==> src/hdl/fqt_pkg.sv <==
// Shared types and constants for the Frugal-2U quantile tracker.
// Used by every module of the tracker. Depends on nothing.
`default_nettype none

package fqt_pkg;

    // Reset value of the target quantile (about 0.99 at a 16-bit fraction).
    localparam logic [31:0] QUANTILE_RESET = 32'd64880;

    // Entries in the queue between the front and the back.
    localparam int QUEUE_DEPTH = 2;
    localparam int QUEUE_PTR_W = $clog2(QUEUE_DEPTH);
    localparam int QUEUE_CNT_W = $clog2(QUEUE_DEPTH + 1);

    // Outcome of the random gates, decided in the front when a request is taken.
    typedef struct packed {
        logic up_ok;
        logic down_ok;
    } gate_t;

    localparam int GATE_W = $bits(gate_t);

endpackage

`default_nettype wire

==> src/hdl/fqt_front.sv <==
// Front end: holds the quantile register and classifies each request by
// its random draw. Depends on fqt_pkg.
`default_nettype none

module fqt_front #(
    parameter int DRAW_WIDTH = 16
) (
    input  wire logic                  clk,
    input  wire logic                  rst_n,
    input  wire logic                  cfg_valid,
    input  wire logic [DRAW_WIDTH-1:0] cfg_data,
    input  wire logic [DRAW_WIDTH-1:0] random_draw,
    output fqt_pkg::gate_t             gate
);

    logic [DRAW_WIDTH-1:0] quant_reg;
    logic [DRAW_WIDTH-1:0] quant_next;
    logic [DRAW_WIDTH:0]   up_limit;

    always_comb
    begin
        quant_next = cfg_valid ? cfg_data : quant_reg;
    end

    always_ff @(posedge clk or negedge rst_n)
    begin
        if (!rst_n)
        begin
            quant_reg <= fqt_pkg::QUANTILE_RESET[DRAW_WIDTH-1:0];
        end
        else
        begin
            quant_reg <= quant_next;
        end
    end

    // An upward move needs draw > 2^DRAW_WIDTH - q, so one extra bit is kept.
    assign up_limit     = {1'b1, {DRAW_WIDTH{1'b0}}} - {1'b0, quant_reg};
    assign gate.up_ok   = ({1'b0, random_draw} > up_limit);
    assign gate.down_ok = (random_draw > quant_reg);

endmodule

`default_nettype wire

==> src/hdl/fqt_queue.sv <==
// Short queue that decouples the classifying front from the updating back.
// Depends on fqt_pkg for its depth.
`default_nettype none

module fqt_queue #(
    parameter int DATA_WIDTH = 34
) (
    input  wire logic                  clk,
    input  wire logic                  rst_n,
    input  wire logic                  push,
    input  wire logic [DATA_WIDTH-1:0] push_data,
    output logic                       full,
    output logic                       not_empty,
    input  wire logic                  pop,
    output logic [DATA_WIDTH-1:0]      head_data
);

    logic [DATA_WIDTH-1:0]           mem [fqt_pkg::QUEUE_DEPTH];
    logic [fqt_pkg::QUEUE_PTR_W-1:0] wr_ptr_reg;
    logic [fqt_pkg::QUEUE_PTR_W-1:0] wr_ptr_next;
    logic [fqt_pkg::QUEUE_PTR_W-1:0] rd_ptr_reg;
    logic [fqt_pkg::QUEUE_PTR_W-1:0] rd_ptr_next;
    logic [fqt_pkg::QUEUE_CNT_W-1:0] count_reg;
    logic [fqt_pkg::QUEUE_CNT_W-1:0] count_next;
    logic                            do_push;
    logic                            do_pop;

    localparam logic [fqt_pkg::QUEUE_PTR_W-1:0] LAST_PTR =
        fqt_pkg::QUEUE_PTR_W'(fqt_pkg::QUEUE_DEPTH - 1);
    localparam logic [fqt_pkg::QUEUE_CNT_W-1:0] FULL_COUNT =
        fqt_pkg::QUEUE_CNT_W'(fqt_pkg::QUEUE_DEPTH);

    assign full      = (count_reg == FULL_COUNT);
    assign not_empty = (count_reg != '0);
    assign do_push   = push && !full;
    assign do_pop    = pop && not_empty;
    assign head_data = mem[rd_ptr_reg];

    always_comb
    begin
        wr_ptr_next = wr_ptr_reg;
        rd_ptr_next = rd_ptr_reg;
        count_next  = count_reg;
        if (do_push)
        begin
            wr_ptr_next = (wr_ptr_reg == LAST_PTR) ? '0 : wr_ptr_reg + 1'b1;
        end
        if (do_pop)
        begin
            rd_ptr_next = (rd_ptr_reg == LAST_PTR) ? '0 : rd_ptr_reg + 1'b1;
        end
        if (do_push && !do_pop)
        begin
            count_next = count_reg + 1'b1;
        end
        else if (do_pop && !do_push)
        begin
            count_next = count_reg - 1'b1;
        end
    end

    always_ff @(posedge clk or negedge rst_n)
    begin
        if (!rst_n)
        begin
            wr_ptr_reg <= '0;
            rd_ptr_reg <= '0;
            count_reg  <= '0;
        end
        else
        begin
            wr_ptr_reg <= wr_ptr_next;
            rd_ptr_reg <= rd_ptr_next;
            count_reg  <= count_next;
        end
    end

    always_ff @(posedge clk)
    begin
        if (do_push)
        begin
            mem[wr_ptr_reg] <= push_data;
        end
    end

endmodule

`default_nettype wire

==> src/hdl/fqt_back.sv <==
// Back end: applies the Frugal-2U update to the estimate state and holds
// the result register. Depends on fqt_pkg for the gate type.
`default_nettype none

module fqt_back #(
    parameter int VALUE_WIDTH = 32
) (
    input  wire logic                          clk,
    input  wire logic                          rst_n,
    input  wire logic                          req_valid,
    input  wire logic signed [VALUE_WIDTH-1:0] req_item,
    input  wire fqt_pkg::gate_t                req_gate,
    output logic                               req_take,
    output logic                               out_valid,
    input  wire logic                          out_stall,
    output logic signed [VALUE_WIDTH-1:0]      estimate_value,
    output logic signed [VALUE_WIDTH-1:0]      step_value
);

    localparam logic signed [VALUE_WIDTH-1:0] ZERO = '0;
    localparam logic signed [VALUE_WIDTH-1:0] ONE  = {{(VALUE_WIDTH-1){1'b0}}, 1'b1};

    logic signed [VALUE_WIDTH-1:0] est_reg;
    logic signed [VALUE_WIDTH-1:0] est_next;
    logic signed [VALUE_WIDTH-1:0] step_reg;
    logic signed [VALUE_WIDTH-1:0] step_next;
    logic                          dir_up_reg;
    logic                          dir_up_next;
    logic                          started_reg;
    logic                          started_next;
    logic                          out_valid_reg;
    logic                          out_valid_next;
    logic signed [VALUE_WIDTH-1:0] out_est_reg;
    logic signed [VALUE_WIDTH-1:0] out_step_reg;

    logic                          move_up;
    logic                          move_down;
    logic signed [VALUE_WIDTH-1:0] step_a;
    logic signed [VALUE_WIDTH-1:0] stride;
    logic signed [VALUE_WIDTH-1:0] est_a;
    logic                          overshoot;
    logic signed [VALUE_WIDTH-1:0] step_b;
    logic signed [VALUE_WIDTH-1:0] est_b;
    logic                          far;
    logic                          load;

    // The result register is free when empty or being taken this cycle.
    assign req_take = !out_valid_reg || !out_stall;
    assign load     = req_take && req_valid;

    always_comb
    begin
        move_up   = (est_reg < req_item) && req_gate.up_ok;
        move_down = (req_item < est_reg) && req_gate.down_ok;

        // The step grows when the move keeps the last direction.
        step_a = (dir_up_reg == move_up) ? step_reg + ONE : step_reg - ONE;
        stride = (step_a > ZERO) ? step_a : ONE;
        est_a  = move_up ? est_reg + stride : est_reg - stride;

        // Overshooting the item clamps the estimate and gives back the excess.
        overshoot = move_up ? (req_item < est_a) : (est_a < req_item);
        if (overshoot)
        begin
            step_b = move_up ? step_a + req_item - est_a : step_a + est_a - req_item;
            est_b  = req_item;
        end
        else
        begin
            step_b = step_a;
            est_b  = est_a;
        end

        est_next     = est_reg;
        step_next    = step_reg;
        dir_up_next  = dir_up_reg;
        started_next = started_reg;
        far          = 1'b0;
        if (load)
        begin
            if (!started_reg)
            begin
                est_next     = req_item;
                started_next = 1'b1;
            end
            else
            begin
                if (move_up || move_down)
                begin
                    est_next    = est_b;
                    step_next   = step_b;
                    dir_up_next = move_up;
                end
                far = dir_up_next ? (est_next < req_item) : (req_item < est_next);
                if (far && (step_next > ONE))
                begin
                    step_next = ONE;
                end
            end
        end
    end

    always_comb
    begin
        out_valid_next = load ? 1'b1 : (out_valid_reg && out_stall);
    end

    always_ff @(posedge clk or negedge rst_n)
    begin
        if (!rst_n)
        begin
            est_reg       <= ZERO;
            step_reg      <= ONE;
            dir_up_reg    <= 1'b1;
            started_reg   <= 1'b0;
            out_valid_reg <= 1'b0;
        end
        else
        begin
            est_reg       <= est_next;
            step_reg      <= step_next;
            dir_up_reg    <= dir_up_next;
            started_reg   <= started_next;
            out_valid_reg <= out_valid_next;
        end
    end

    always_ff @(posedge clk)
    begin
        if (load)
        begin
            out_est_reg  <= est_next;
            out_step_reg <= step_next;
        end
    end

    assign out_valid      = out_valid_reg;
    assign estimate_value = out_est_reg;
    assign step_value     = out_step_reg;

endmodule

`default_nettype wire

==> src/hdl/frugal_two_unit_quantile_tracker_core.sv <==
// Top level of the Frugal-2U streaming quantile tracker.
// Depends on fqt_pkg, fqt_front, fqt_queue and fqt_back.
//
//  Channel   Handshake              Payload
//  input     in_valid / in_stall    item_value, random_draw
//  output    out_valid / out_stall  estimate_value, step_value
//  config    cfg_valid / cfg_ready  quantile_fraction
//
// One request is accepted per cycle while in_stall is low; each request waits
// in the queue, then passes through the update stage into its result register.
// Throughput is set by the combinational compare-add update of the back end.
// A stalled output fills the two-entry queue, after which in_stall rises.
// Reset is asynchronous and needs no clearing pass; cfg_ready is always high.
`default_nettype none

module frugal_two_unit_quantile_tracker_core #(
    parameter int VALUE_WIDTH = 32,
    parameter int DRAW_WIDTH  = 16
) (
    input  wire logic                          clk,
    input  wire logic                          rst_n,
    input  wire logic                          in_valid,
    output logic                               in_stall,
    input  wire logic signed [VALUE_WIDTH-1:0] item_value,
    input  wire logic [DRAW_WIDTH-1:0]         random_draw,
    output logic                               out_valid,
    input  wire logic                          out_stall,
    output logic signed [VALUE_WIDTH-1:0]      estimate_value,
    output logic signed [VALUE_WIDTH-1:0]      step_value,
    input  wire logic                          cfg_valid,
    output logic                               cfg_ready,
    input  wire logic [DRAW_WIDTH-1:0]         quantile_fraction
);

    localparam int ENTRY_W = VALUE_WIDTH + fqt_pkg::GATE_W;

    fqt_pkg::gate_t                in_gate;
    fqt_pkg::gate_t                head_gate;
    logic                          q_full;
    logic                          q_not_empty;
    logic                          q_pop;
    logic [ENTRY_W-1:0]            head_data;
    logic signed [VALUE_WIDTH-1:0] head_item;

    assign cfg_ready = 1'b1;
    assign in_stall  = q_full;

    fqt_front #(
        .DRAW_WIDTH (DRAW_WIDTH)
    ) u_front (
        .clk         (clk),
        .rst_n       (rst_n),
        .cfg_valid   (cfg_valid && cfg_ready),
        .cfg_data    (quantile_fraction),
        .random_draw (random_draw),
        .gate        (in_gate)
    );

    fqt_queue #(
        .DATA_WIDTH (ENTRY_W)
    ) u_queue (
        .clk       (clk),
        .rst_n     (rst_n),
        .push      (in_valid),
        .push_data ({item_value, in_gate}),
        .full      (q_full),
        .not_empty (q_not_empty),
        .pop       (q_pop),
        .head_data (head_data)
    );

    assign head_item = head_data[ENTRY_W-1:fqt_pkg::GATE_W];
    assign head_gate = head_data[fqt_pkg::GATE_W-1:0];

    fqt_back #(
        .VALUE_WIDTH (VALUE_WIDTH)
    ) u_back (
        .clk            (clk),
        .rst_n          (rst_n),
        .req_valid      (q_not_empty),
        .req_item       (head_item),
        .req_gate       (head_gate),
        .req_take       (q_pop),
        .out_valid      (out_valid),
        .out_stall      (out_stall),
        .estimate_value (estimate_value),
        .step_value     (step_value)
    );

endmodule

`default_nettype wire

==> config.mk <==
export PLATFORM = sky130hd
export DESIGN_NAME = frugal_two_unit_quantile_tracker_core
export DESIGN_NICKNAME = d
export VERILOG_FILES = /design/src/hdl/fqt_pkg.sv /design/src/hdl/fqt_front.sv /design/src/hdl/fqt_queue.sv /design/src/hdl/fqt_back.sv /design/src/hdl/frugal_two_unit_quantile_tracker_core.sv
export SDC_FILE = /design/constraint.sdc
export NUM_CORES = 1
export LEC_CHECK = 0
export ABC_CLOCK_PERIOD_IN_PS = 17730
export BUFFER_PORTS_ARGS = -buffer_cell sky130_fd_sc_hd__buf_4
export CAP_MARGIN = 20
export CORE_MARGIN = 4
export CORE_UTILIZATION = 41
export DETAILED_ROUTE_END_ITERATION = 8
export PLACE_DENSITY = 0.67
export SYNTH_ARGS = -nofsm -noshare
export SYNTH_HDL_FRONTEND = slang
export SYNTH_SLANG_ARGS = --single-unit
==> constraint.sdc <==
create_clock -name clk -period 17.73 [get_ports clk]
set_clock_uncertainty 0.15 [all_clocks]
set_input_delay 0 -clock clk [delete_from_list [all_inputs] [get_ports clk]]
set_output_delay 0 -clock clk [all_outputs]
set_load 0.05 [all_outputs]
After elaboration in Yosys (flattened, before gate mapping):

Memory sizes are Yosys's and may differ from the RTL's.
Cells that the tools add are included.

* bits in registers: 151
* input bits: 69
* memory bits (writable): 68
* memories kept: 1
* word-level logic and storage cells: 84

Memories
* u_queue.mem: depth 2, width 34, rd ports 1, clocked after memory_dff 0, wr ports 1, line fqt_queue.sv:18 `logic [DATA_WIDTH-1:0] mem [fqt_pkg::QUEUE_DEPTH];`

* add/sub/neg operators: 13
* equal/unequal tests: 2
* magnitude comparators: 10
* reduce and logical (&&, ||, !) cells: 18
* multiplexer cells: 29

Operator list (number)
* two-way mux 32 bit: 17
* < comparator 32 bit: 6
* adder 32 bit: 3
* subtractor 32 bit: 3
* adder 32 x 2 -> 32 bit (second input constant): 1
* > comparator 32 x 1 -> 1 bit (second input constant): 1
* > comparator 32 x 2 -> 1 bit (second input constant): 1
* subtractor 32 x 2 -> 32 bit (second input constant): 1
* > comparator 16 x 17 -> 1 bit: 1
* subtractor 17 x 16 -> 17 bit (first input constant): 1
* > comparator 16 bit: 1
* two-way mux 1 bit: 10
* logical AND 1 bit: 8
* zero test 1 bit: 5
* two-way mux 2 bit: 2
* nonzero test 2 bit: 2
* adder 1 bit (second input constant): 2
* adder 2 x 1 -> 2 bit (second input constant): 1
* equality test 2 bit (second input constant): 1
* logical OR 1 bit: 2
* AND reduction 2 bit: 1
* subtractor 2 x 1 -> 2 bit (second input constant): 1
* equality test 1 bit: 1

Longest topological paths before layout:

Gate-level depths: netlist of the first run.
An unclocked memory read counts as a cell.

* depth in word-level cells: 21
* mapped depth: 84

Modules after synthesis:

A second synthesis of the first run with hierarchy kept.

* cells, all modules: 2552
* area, all modules: 22770.6 um^2

Modules (own cells, without submodules)
* fqt_back: area each 18341.3 um^2, instances 1, cells an instance 2242, seq. area each 3601.0 um^2
* fqt_queue: area each 2805.2 um^2, instances 1, cells an instance 125, seq. area each 2142.1 um^2
* fqt_front: area each 1612.8 um^2, instances 1, cells an instance 183, seq. area each 412.9 um^2
* frugal_two_unit_quantile_tracker_core: area each 11.3 um^2, instances 1, cells an instance 2, seq. area each 0.0 um^2

Least setup slack after synthesis of the first run:

OpenSTA, ideal clock, no wires.

* path type: flip-flop to flip-flop
* from: reg u_queue.rd_ptr_reg
* to: reg u_back.out_step_reg[7], in the netlist u_back.step_value[7], data pin
* arrival time: 18.168 ns
* slack: -0.862 ns
* cell stages (with the launch flop): 76
* cells stage by stage: dfrtp_1 -> clkbuf_1 -> clkbuf_1 -> buf_1 -> mux2i_1 -> ha_1 -> nand4_1 -> nor2_1 -> a221oi_1 -> a31oi_1 -> o31ai_4 -> nand2_1 -> clkbuf_1 -> clkbuf_1 -> clkbuf_1 -> clkbuf_1 -> xnor2_1 -> ha_1 -> [... 40 more ...] -> buf_1 -> nand2_1 -> o211ai_1 -> o21ai_0 -> ha_1 -> nor2b_1 -> o21a_1 -> o21a_1 -> o21a_1 -> o21a_1 -> o21ai_0 -> a211oi_1 -> o41ai_1 -> mux2i_1 -> nand2_1 -> a211oi_1 -> clkbuf_1 -> nor3_1

* longest elaborated chain between the ends: 21
* elaborated cells between the ends (all ways): 40
* classes of those cells: add/sub (6); order compare (8); eq/ne (1); mux (20); reduce/logical (4); memory (1)

Ends and longest elaborated chain
* start, declared: line fqt_queue.sv:21 `logic [fqt_pkg::QUEUE_PTR_W-1:0] rd_ptr_reg;`
* start signal, assigned: line fqt_queue.sv:73 `rd_ptr_reg <= rd_ptr_next;`
* memory read (2 x 34 bit) (*)
* < comparator 32 bit: line fqt_back.sv:53 `move_up = (est_reg < req_item) && req_gate.up_ok;`
* logical AND 1 bit: line fqt_back.sv:53
* equality test 1 bit: line fqt_back.sv:57 `step_a = (dir_up_reg == move_up) ? step_reg + ONE : step_reg - ONE;`
* two-way mux 32 bit: line fqt_back.sv:57
* > comparator 32 x 1 -> 1 bit: line fqt_back.sv:58 `stride = (step_a > ZERO) ? step_a : ONE;`
* two-way mux 32 bit: line fqt_back.sv:58
* subtractor 32 bit or adder 32 bit (tied branches): line fqt_back.sv:59 `est_a = move_up ? est_reg + stride : est_reg - stride;`
* [... 6 more ...]
* two-way mux 32 bit (on tied branches): line fqt_back.sv:81, fqt_back.sv:79
* two-way mux 32 bit or < comparator 32 bit (tied branches): line fqt_back.sv:79, fqt_back.sv:94
* > comparator 32 x 2 -> 1 bit or two-way mux 1 bit (tied branches): line fqt_back.sv:95, fqt_back.sv:94
* logical AND 1 bit: line fqt_back.sv:95 `if (far && (step_next > ONE))`
* two-way mux 32 bit (*): line fqt_back.sv:95
* two-way mux 32 bit (*): line fqt_back.sv:81 `if (!started_reg)`
* two-way mux 32 bit (*): line fqt_back.sv:79 `if (load)`
* named net u_back.step_next[7]: line fqt_back.sv:26 `logic signed [VALUE_WIDTH-1:0] step_next;`
* end signal, assigned: line fqt_back.sv:133 `out_step_reg <= step_next;`
* end, declared: line fqt_back.sv:34 `logic signed [VALUE_WIDTH-1:0] out_step_reg;`

The timed path passes the listed nets; every way through them passes the cells marked *. The select of a mux whose other input is x is not followed.
A chain may end at the register's enable or synchronous reset.

Worst setup path after layout of the first run:

* from: reg u_queue.rd_ptr_reg
* to: reg u_back.out_step_reg[0], in the netlist u_back.step_value[0], data pin

The elaborated chain is that of the path after synthesis.

==> results.md, run 1 <==
* CTS H-tree depth at 1
* Number of cells after detailed placement at 3,566
* Post-Syn Instances at 2,624
* Syn nets at 3,043
* Commonest cells after routing, fill and taps aside: buf_4, ha_1, nand2_1
* Final Util at 50.6%
* Total Nets Final at 3,381
* Flops & latches, synth at 219
* Routed WL per cell at 21.5 um
* Initial core utilization at 41.7%
* Most common library cell in the layout ignoring fill and taps: buf_4
* Die width at 243 um
* Die area at 59,100 um^2
* Cell mode on critical path: buf_4
* Port bufs at 134
* Die H at 243 um
* Layout cells sized above 1 at 13.8%
* Slew HR at 30.3%
* Area Growth Syn to Fin at 21.2%
* DRC violations left at 0
* Largest cells by area after synthesis: edfxtp_1, ha_1, dfrtp_1, a21oi_1, fa_1
* Setup Viol. Count Final at 0
* Fin cells at 3,720
* Critical Path Start Type: register
* First-pass DRT Iterations at 5
* Main flop type after synthesis: edfxtp_1
* CTS tree: done
* CTS root buf: clkbuf_16
* Transition time of the tightest slew-check pin at 1040 ps
* Hold path cells at 2
* ANT nets after route at 0
* CTS Sinks at 219
* Syn. warnings at 0
* Crit-path max cell delay at 590 ps
* Critical path endpoint category: register
* Critical Setup Path Class: reg -> reg
* DRT iter0 DRCs at 1,790
* Hold Path Class: in -> reg
* CP max FO at 31
* Max FFs per register at 68
* Crit-path slowest cell: dfrtp_4
* Mapped Area at 22,700 um^2
* Row Count at 85
* Max_cap viols at 0
* Mean post-synth cell area at 8.64 um^2
* Antenna violations before repair at 0
* Total clock buffers created by CTS at 25
* Final min period at 16,890 ps
* Setup slack, reg-to-reg at 840 ps
* Gpl congestion at 0.996
* Worst R2R Path Depth at 78
* Largest area contributor in the netlist: edfxtp_1
* Fmax at 59.2 MHz
* Worst Path Required at 17,900 ps
* Seq/Total Area, Yosys at 27.1%
* Clock-pin slew on the worst setup and hold paths at 70 ps
* Share of synthesized registers carrying an async set or reset at 39.7%
* CP arrival at 17,060 ps
* ANT cells at 0
* Core footprint at 54,300 um^2
* Largest Register: u_queue.mem
* DR vias/cell at 5.80
* Final Slew Violations at 0
* Yosys cell types at 105
* Maximum number of pins on one net before global-route repair at 67
* Vias in the first global route at 21.2k
* Status: completed
* Period utilisation layout at 95.3%
* Number of synthesized flops with an enable pin at 132
* Overall routing resource usage at 26.2%
* First-pass GRT wire length at 123,000 um
* Total global routing overflow at 0
* Setup_tns at 0 ps
* Final Hold Vio Count at 0
* Final wirelength at 79,900 um
* DPL Wire Length at 63,200 um
* Io pins at 136
* Post-synth top area share at 17.5%
* CTS Buffer Depth at 3
* Worst skew pair latency at 570 ps
* Routed vias at 21.6k
-- cell families after synthesis --
group	Yosys count	synth area share, %
compound gates	856	24.4
xor+xnor	116	4.54
fa+ha+maj	350	21.3
buf+inv	268	4.54
flops	219	27.1
mux	53	2.39
other cells	1	0.0165
simple gates	761	15.6
-- cell usage after synthesis (14+ instances only) --
master,instances
inv_1,174
xnor2_1,79
dfrtp_1,75
o31ai_1,16
fa_1,60
edfxtp_1,132
clkbuf_1,79
nor4_1,17
o211ai_1,30
a21o_1,72
nand2_1,247
nor3_1,58
o21bai_1,19
ha_1,290
nand3_1,61
nand2b_1,27
a211oi_1,43
xor2_1,36
o21ai_0,217
a31oi_1,24
and2_1,19
a21oi_1,244
nor2b_1,26
nor2_1,210
mux2i_1,43
o21a_1,31
nand4_1,34
and3_1,14
-- repair_timing --
action | 4_1_cts | 5_1_grt
hold buffers | 104 | 0
setup endpoints to repair | 0 | 62
endpoints found under the hold margin | 166 | 0
setup buffers | 0 | 4
resized for setup | 0 | 12
-- path summary, 6_finish.rpt --
path / startpoint / end
setup reg to reg: u_queue.rd_ptr_reg$_DFFE_PN0P_ / u_back.step_value[0]$_DFFE_PP_
hold / removal: item_value[1] / u_queue.mem[0][3]$_DFFE_PP_
min in group asynchronous: rst_n / u_front.quant_reg[15]$_DFFE_PN1P_
setup / recovery: u_queue.rd_ptr_reg$_DFFE_PN0P_ / u_back.step_value[0]$_DFFE_PP_
max in group asynchronous: rst_n / u_back.step_reg[14]$_DFF_PN0_
hold reg to reg: u_back.dir_up_reg$_DFFE_PN1P_ / u_back.dir_up_reg$_DFFE_PN1P_
-- metrics by stage --
stage                     worst slack, ps  cell area (um^2)  hold WS [ps]
after floorplan                      55.7             22700          -446
final                                 836             27500          27.4
after detailed placement              518             25500         -92.4
after CTS                             421             27400        0.0839
after global placement                823             25500          -104
after global routing                -14.2             27500          16.8
-- per-layer routing --
metal	vias to the layer above	GRT usage, %	wire length, um
li1	10300	-	-
met1	10300	36.3	35600
met2	803	42.4	35800
met3	143	3.40	5520
met4	0	8.73	3010
met5	-	0	0
-- worst max-delay path, delay by kind of cell, from the launching register on --
| kind | cells | cell delay (ps) |
|---|---|---|
| flip-flops | 1 | 590 |
| multiplexers | 3 | 800 |
| AO/OA/AOI/OAI | 33 | 7170 |
| adder cells (fa/ha/maj) | 6 | 1730 |
| XOR/XNOR | 3 | 580 |
| AND/OR/NAND/NOR | 19 | 3170 |
| buffers and inverters | 14 | 2430 |
-- final cells by class --
type,instances,area (um^2)
fill,5015,26800
inverter,178,669
clock inverter,14,141
sequential,219,6160
multi-input combinational,2137,15600
tap,739,925
timing repair buffer,401,3310
clock buffer,32,672
Power of run 1 is not shown: default switching activity piles up to over one toggle a cycle in this logic, so the estimate is an artifact.
==> run 2, diff against run 1 <==
--- a/config.mk
+++ b/config.mk
@@ -10,6 +10,7 @@
 export CAP_MARGIN = 20
 export CORE_MARGIN = 4
 export CORE_UTILIZATION = 41
+export CTS_BUF_LIST = sky130_fd_sc_hd__clkbuf_4
 export DETAILED_ROUTE_END_ITERATION = 8
 export PLACE_DENSITY = 0.67
 export SYNTH_ARGS = -nofsm -noshare
==> run 2 against run 1 <==
  * Clock-buffer cell count rose by 47
  * Highest routed layer is now met5
  * Final cell count is 2.8% higher
  * Fmax up 0.28%
  * Critical path type unchanged
  * First-iteration DRC count grew 0.89%
  * Critical path depth did not move
  * Register-to-register slack gained 50 ps
==> results.md, run 2 (synthesis results as in run 1) <==
* Crit-path slowest cell: or4_1
* Die width at 243 um
* Routed vias at 22.2k
* DR vias/cell at 5.79
* Hold Path Class: in -> async
* CP max FO at 31
* Max_cap viols at 0
* Transition time of the tightest slew-check pin at 1060 ps
* First-pass DRT Iterations at 5
* Layout cells sized above 1 at 15.2%
* Period utilisation layout at 95.0%
* Row Count at 85
* Crit-path max cell delay at 690 ps
* CTS Sinks at 219
* Die H at 243 um
* CTS tree: done
* Setup slack, reg-to-reg at 880 ps
* Gpl congestion at 0.996
* CP arrival at 17,270 ps
* Reg-to-Reg Start: u_queue.rd_ptr_reg$_DFFE_PN0P_
* ANT nets after route at 0
* Cell mode on critical path: buf_4
* Worst hold margin at 73.3 ps
* Total Nets Final at 3,454
* Port bufs at 134
* Overall routing resource usage at 26.9%
* Final std cell area, no fill at 27,900 um^2
* Antenna violations before repair at 3
* Total clock buffers created by CTS at 57
* CTS root buf: clkbuf_4
* Slew HR at 28.9%
* Area Growth Syn to Fin at 22.9%
* Final Slew Violations at 0
* CTS Buffer Depth at 3
* Setup Viol. Count Final at 0
* Maximum number of pins on one net before global-route repair at 67
* Worst Path Required at 18,150 ps
* Io pins at 136
* First-pass GRT wire length at 125,000 um
* Die area at 59,100 um^2
* Initial core utilization at 41.7%
* Commonest cells after routing, fill and taps aside: buf_4, ha_1, nand2_1
* Clock-pin slew on the worst setup and hold paths at 80 ps
* Setup_tns at 0 ps
* Worst R2R Path Depth at 78
* DRT iter0 DRCs at 1,806
* DPL Wire Length at 63,200 um
* Worst skew pair latency at 860 ps
* Total global routing overflow at 0
* Critical path endpoint category: register
* Critical Setup Path Class: reg -> reg
* Final wirelength at 81,800 um
* Most common library cell in the layout ignoring fill and taps: buf_4
* DRC violations left at 0
* Core footprint at 54,300 um^2
* Largest Register: u_queue.mem
* Final Hold Vio Count at 0
* Routed WL per cell at 21.4 um
* DP Area at 25,500 um^2
* CTS H-tree depth at 2
* Critical Path Start: u_queue.rd_ptr_reg$_DFFE_PN0P_
* Vias in the first global route at 21.8k
* Status: completed
* Final min period at 16,850 ps
* Critical Path Start Type: register
* Fmax at 59.4 MHz
* Max FFs per register at 68
run 2: cell types whose count changed in the layout (fill, tap and decap cells not counted), sizes merged:
cell and delta:
buf +1, clkbuf +47, clkinv +17, clkinvlp -2, diode +3, dlygate4sd3 +40, inv -2
run 2: path summary, 6_finish.rpt:
| kind | to |
|---|---|
| setup / recovery | u_back.step_value[0]$_DFFE_PP_ |
| hold / removal | u_back.est_reg[18]$_DFF_PN0_ |
| setup reg to reg | u_back.step_value[0]$_DFFE_PP_ |
| hold reg to reg | u_queue.wr_ptr_reg$_DFFE_PN0P_ |
| max in group asynchronous | u_back.step_reg[12]$_DFF_PN0_ |
| min in group clk | u_queue.mem[1][17]$_DFFE_PP_ |
run 2: metrics by stage:
stage          util (%)  cells  worst slack (ps)
2_1_floorplan         -   2624              55.7
3_3_place_gp       47.0   3566               823
3_5_place_dp       47.0   3566               518
4_1_cts            51.1   3816               386
5_1_grt            51.3   3822             -12.7
6_report           51.3   3824               883
run 2: layer usage:
metal / vias up / wire length, um / global-route usage, %
li1: 10500 / - / -
met5: - / 13 / 0
met3: 171 / 6060 / 4.08
met1: 10600 / 35700 / 36.6
met2: 905 / 36700 / 43.3
met4: 2 / 3410 / 10.6
run 2: layout make-up:
cell class | instances | area (um^2)
multi-input combinational | 2137 | 15600
clock inverter | 27 | 178
inverter | 178 | 669
sequential | 219 | 6160
timing repair buffer | 442 | 3720
tap | 739 | 925
fill | 5000 | 26500
clock buffer | 79 | 593
antenna | 3 | 7.51
run 2: worst max-delay path, delay by kind of cell (launching register included):
| kind | cells | cell delay [ps] |
|---|---|---|
| flip-flops | 1 | 600 |
| AND/OR/NAND/NOR | 13 | 2650 |
| multiplexers | 3 | 540 |
| AO/OA/AOI/OAI | 38 | 8120 |
| XOR/XNOR | 2 | 300 |
| buffers and inverters | 16 | 2530 |
| adder cells (fa/ha/maj) | 6 | 1670 |
run 2: repair_timing:
item	CTS	global route
setup buffers	0	5
resized for setup	0	13
hold buffers	144	0
endpoints found under the setup margin	0	62
hold endpoints to repair	290	0
Power of run 2 is left out for the same reason.
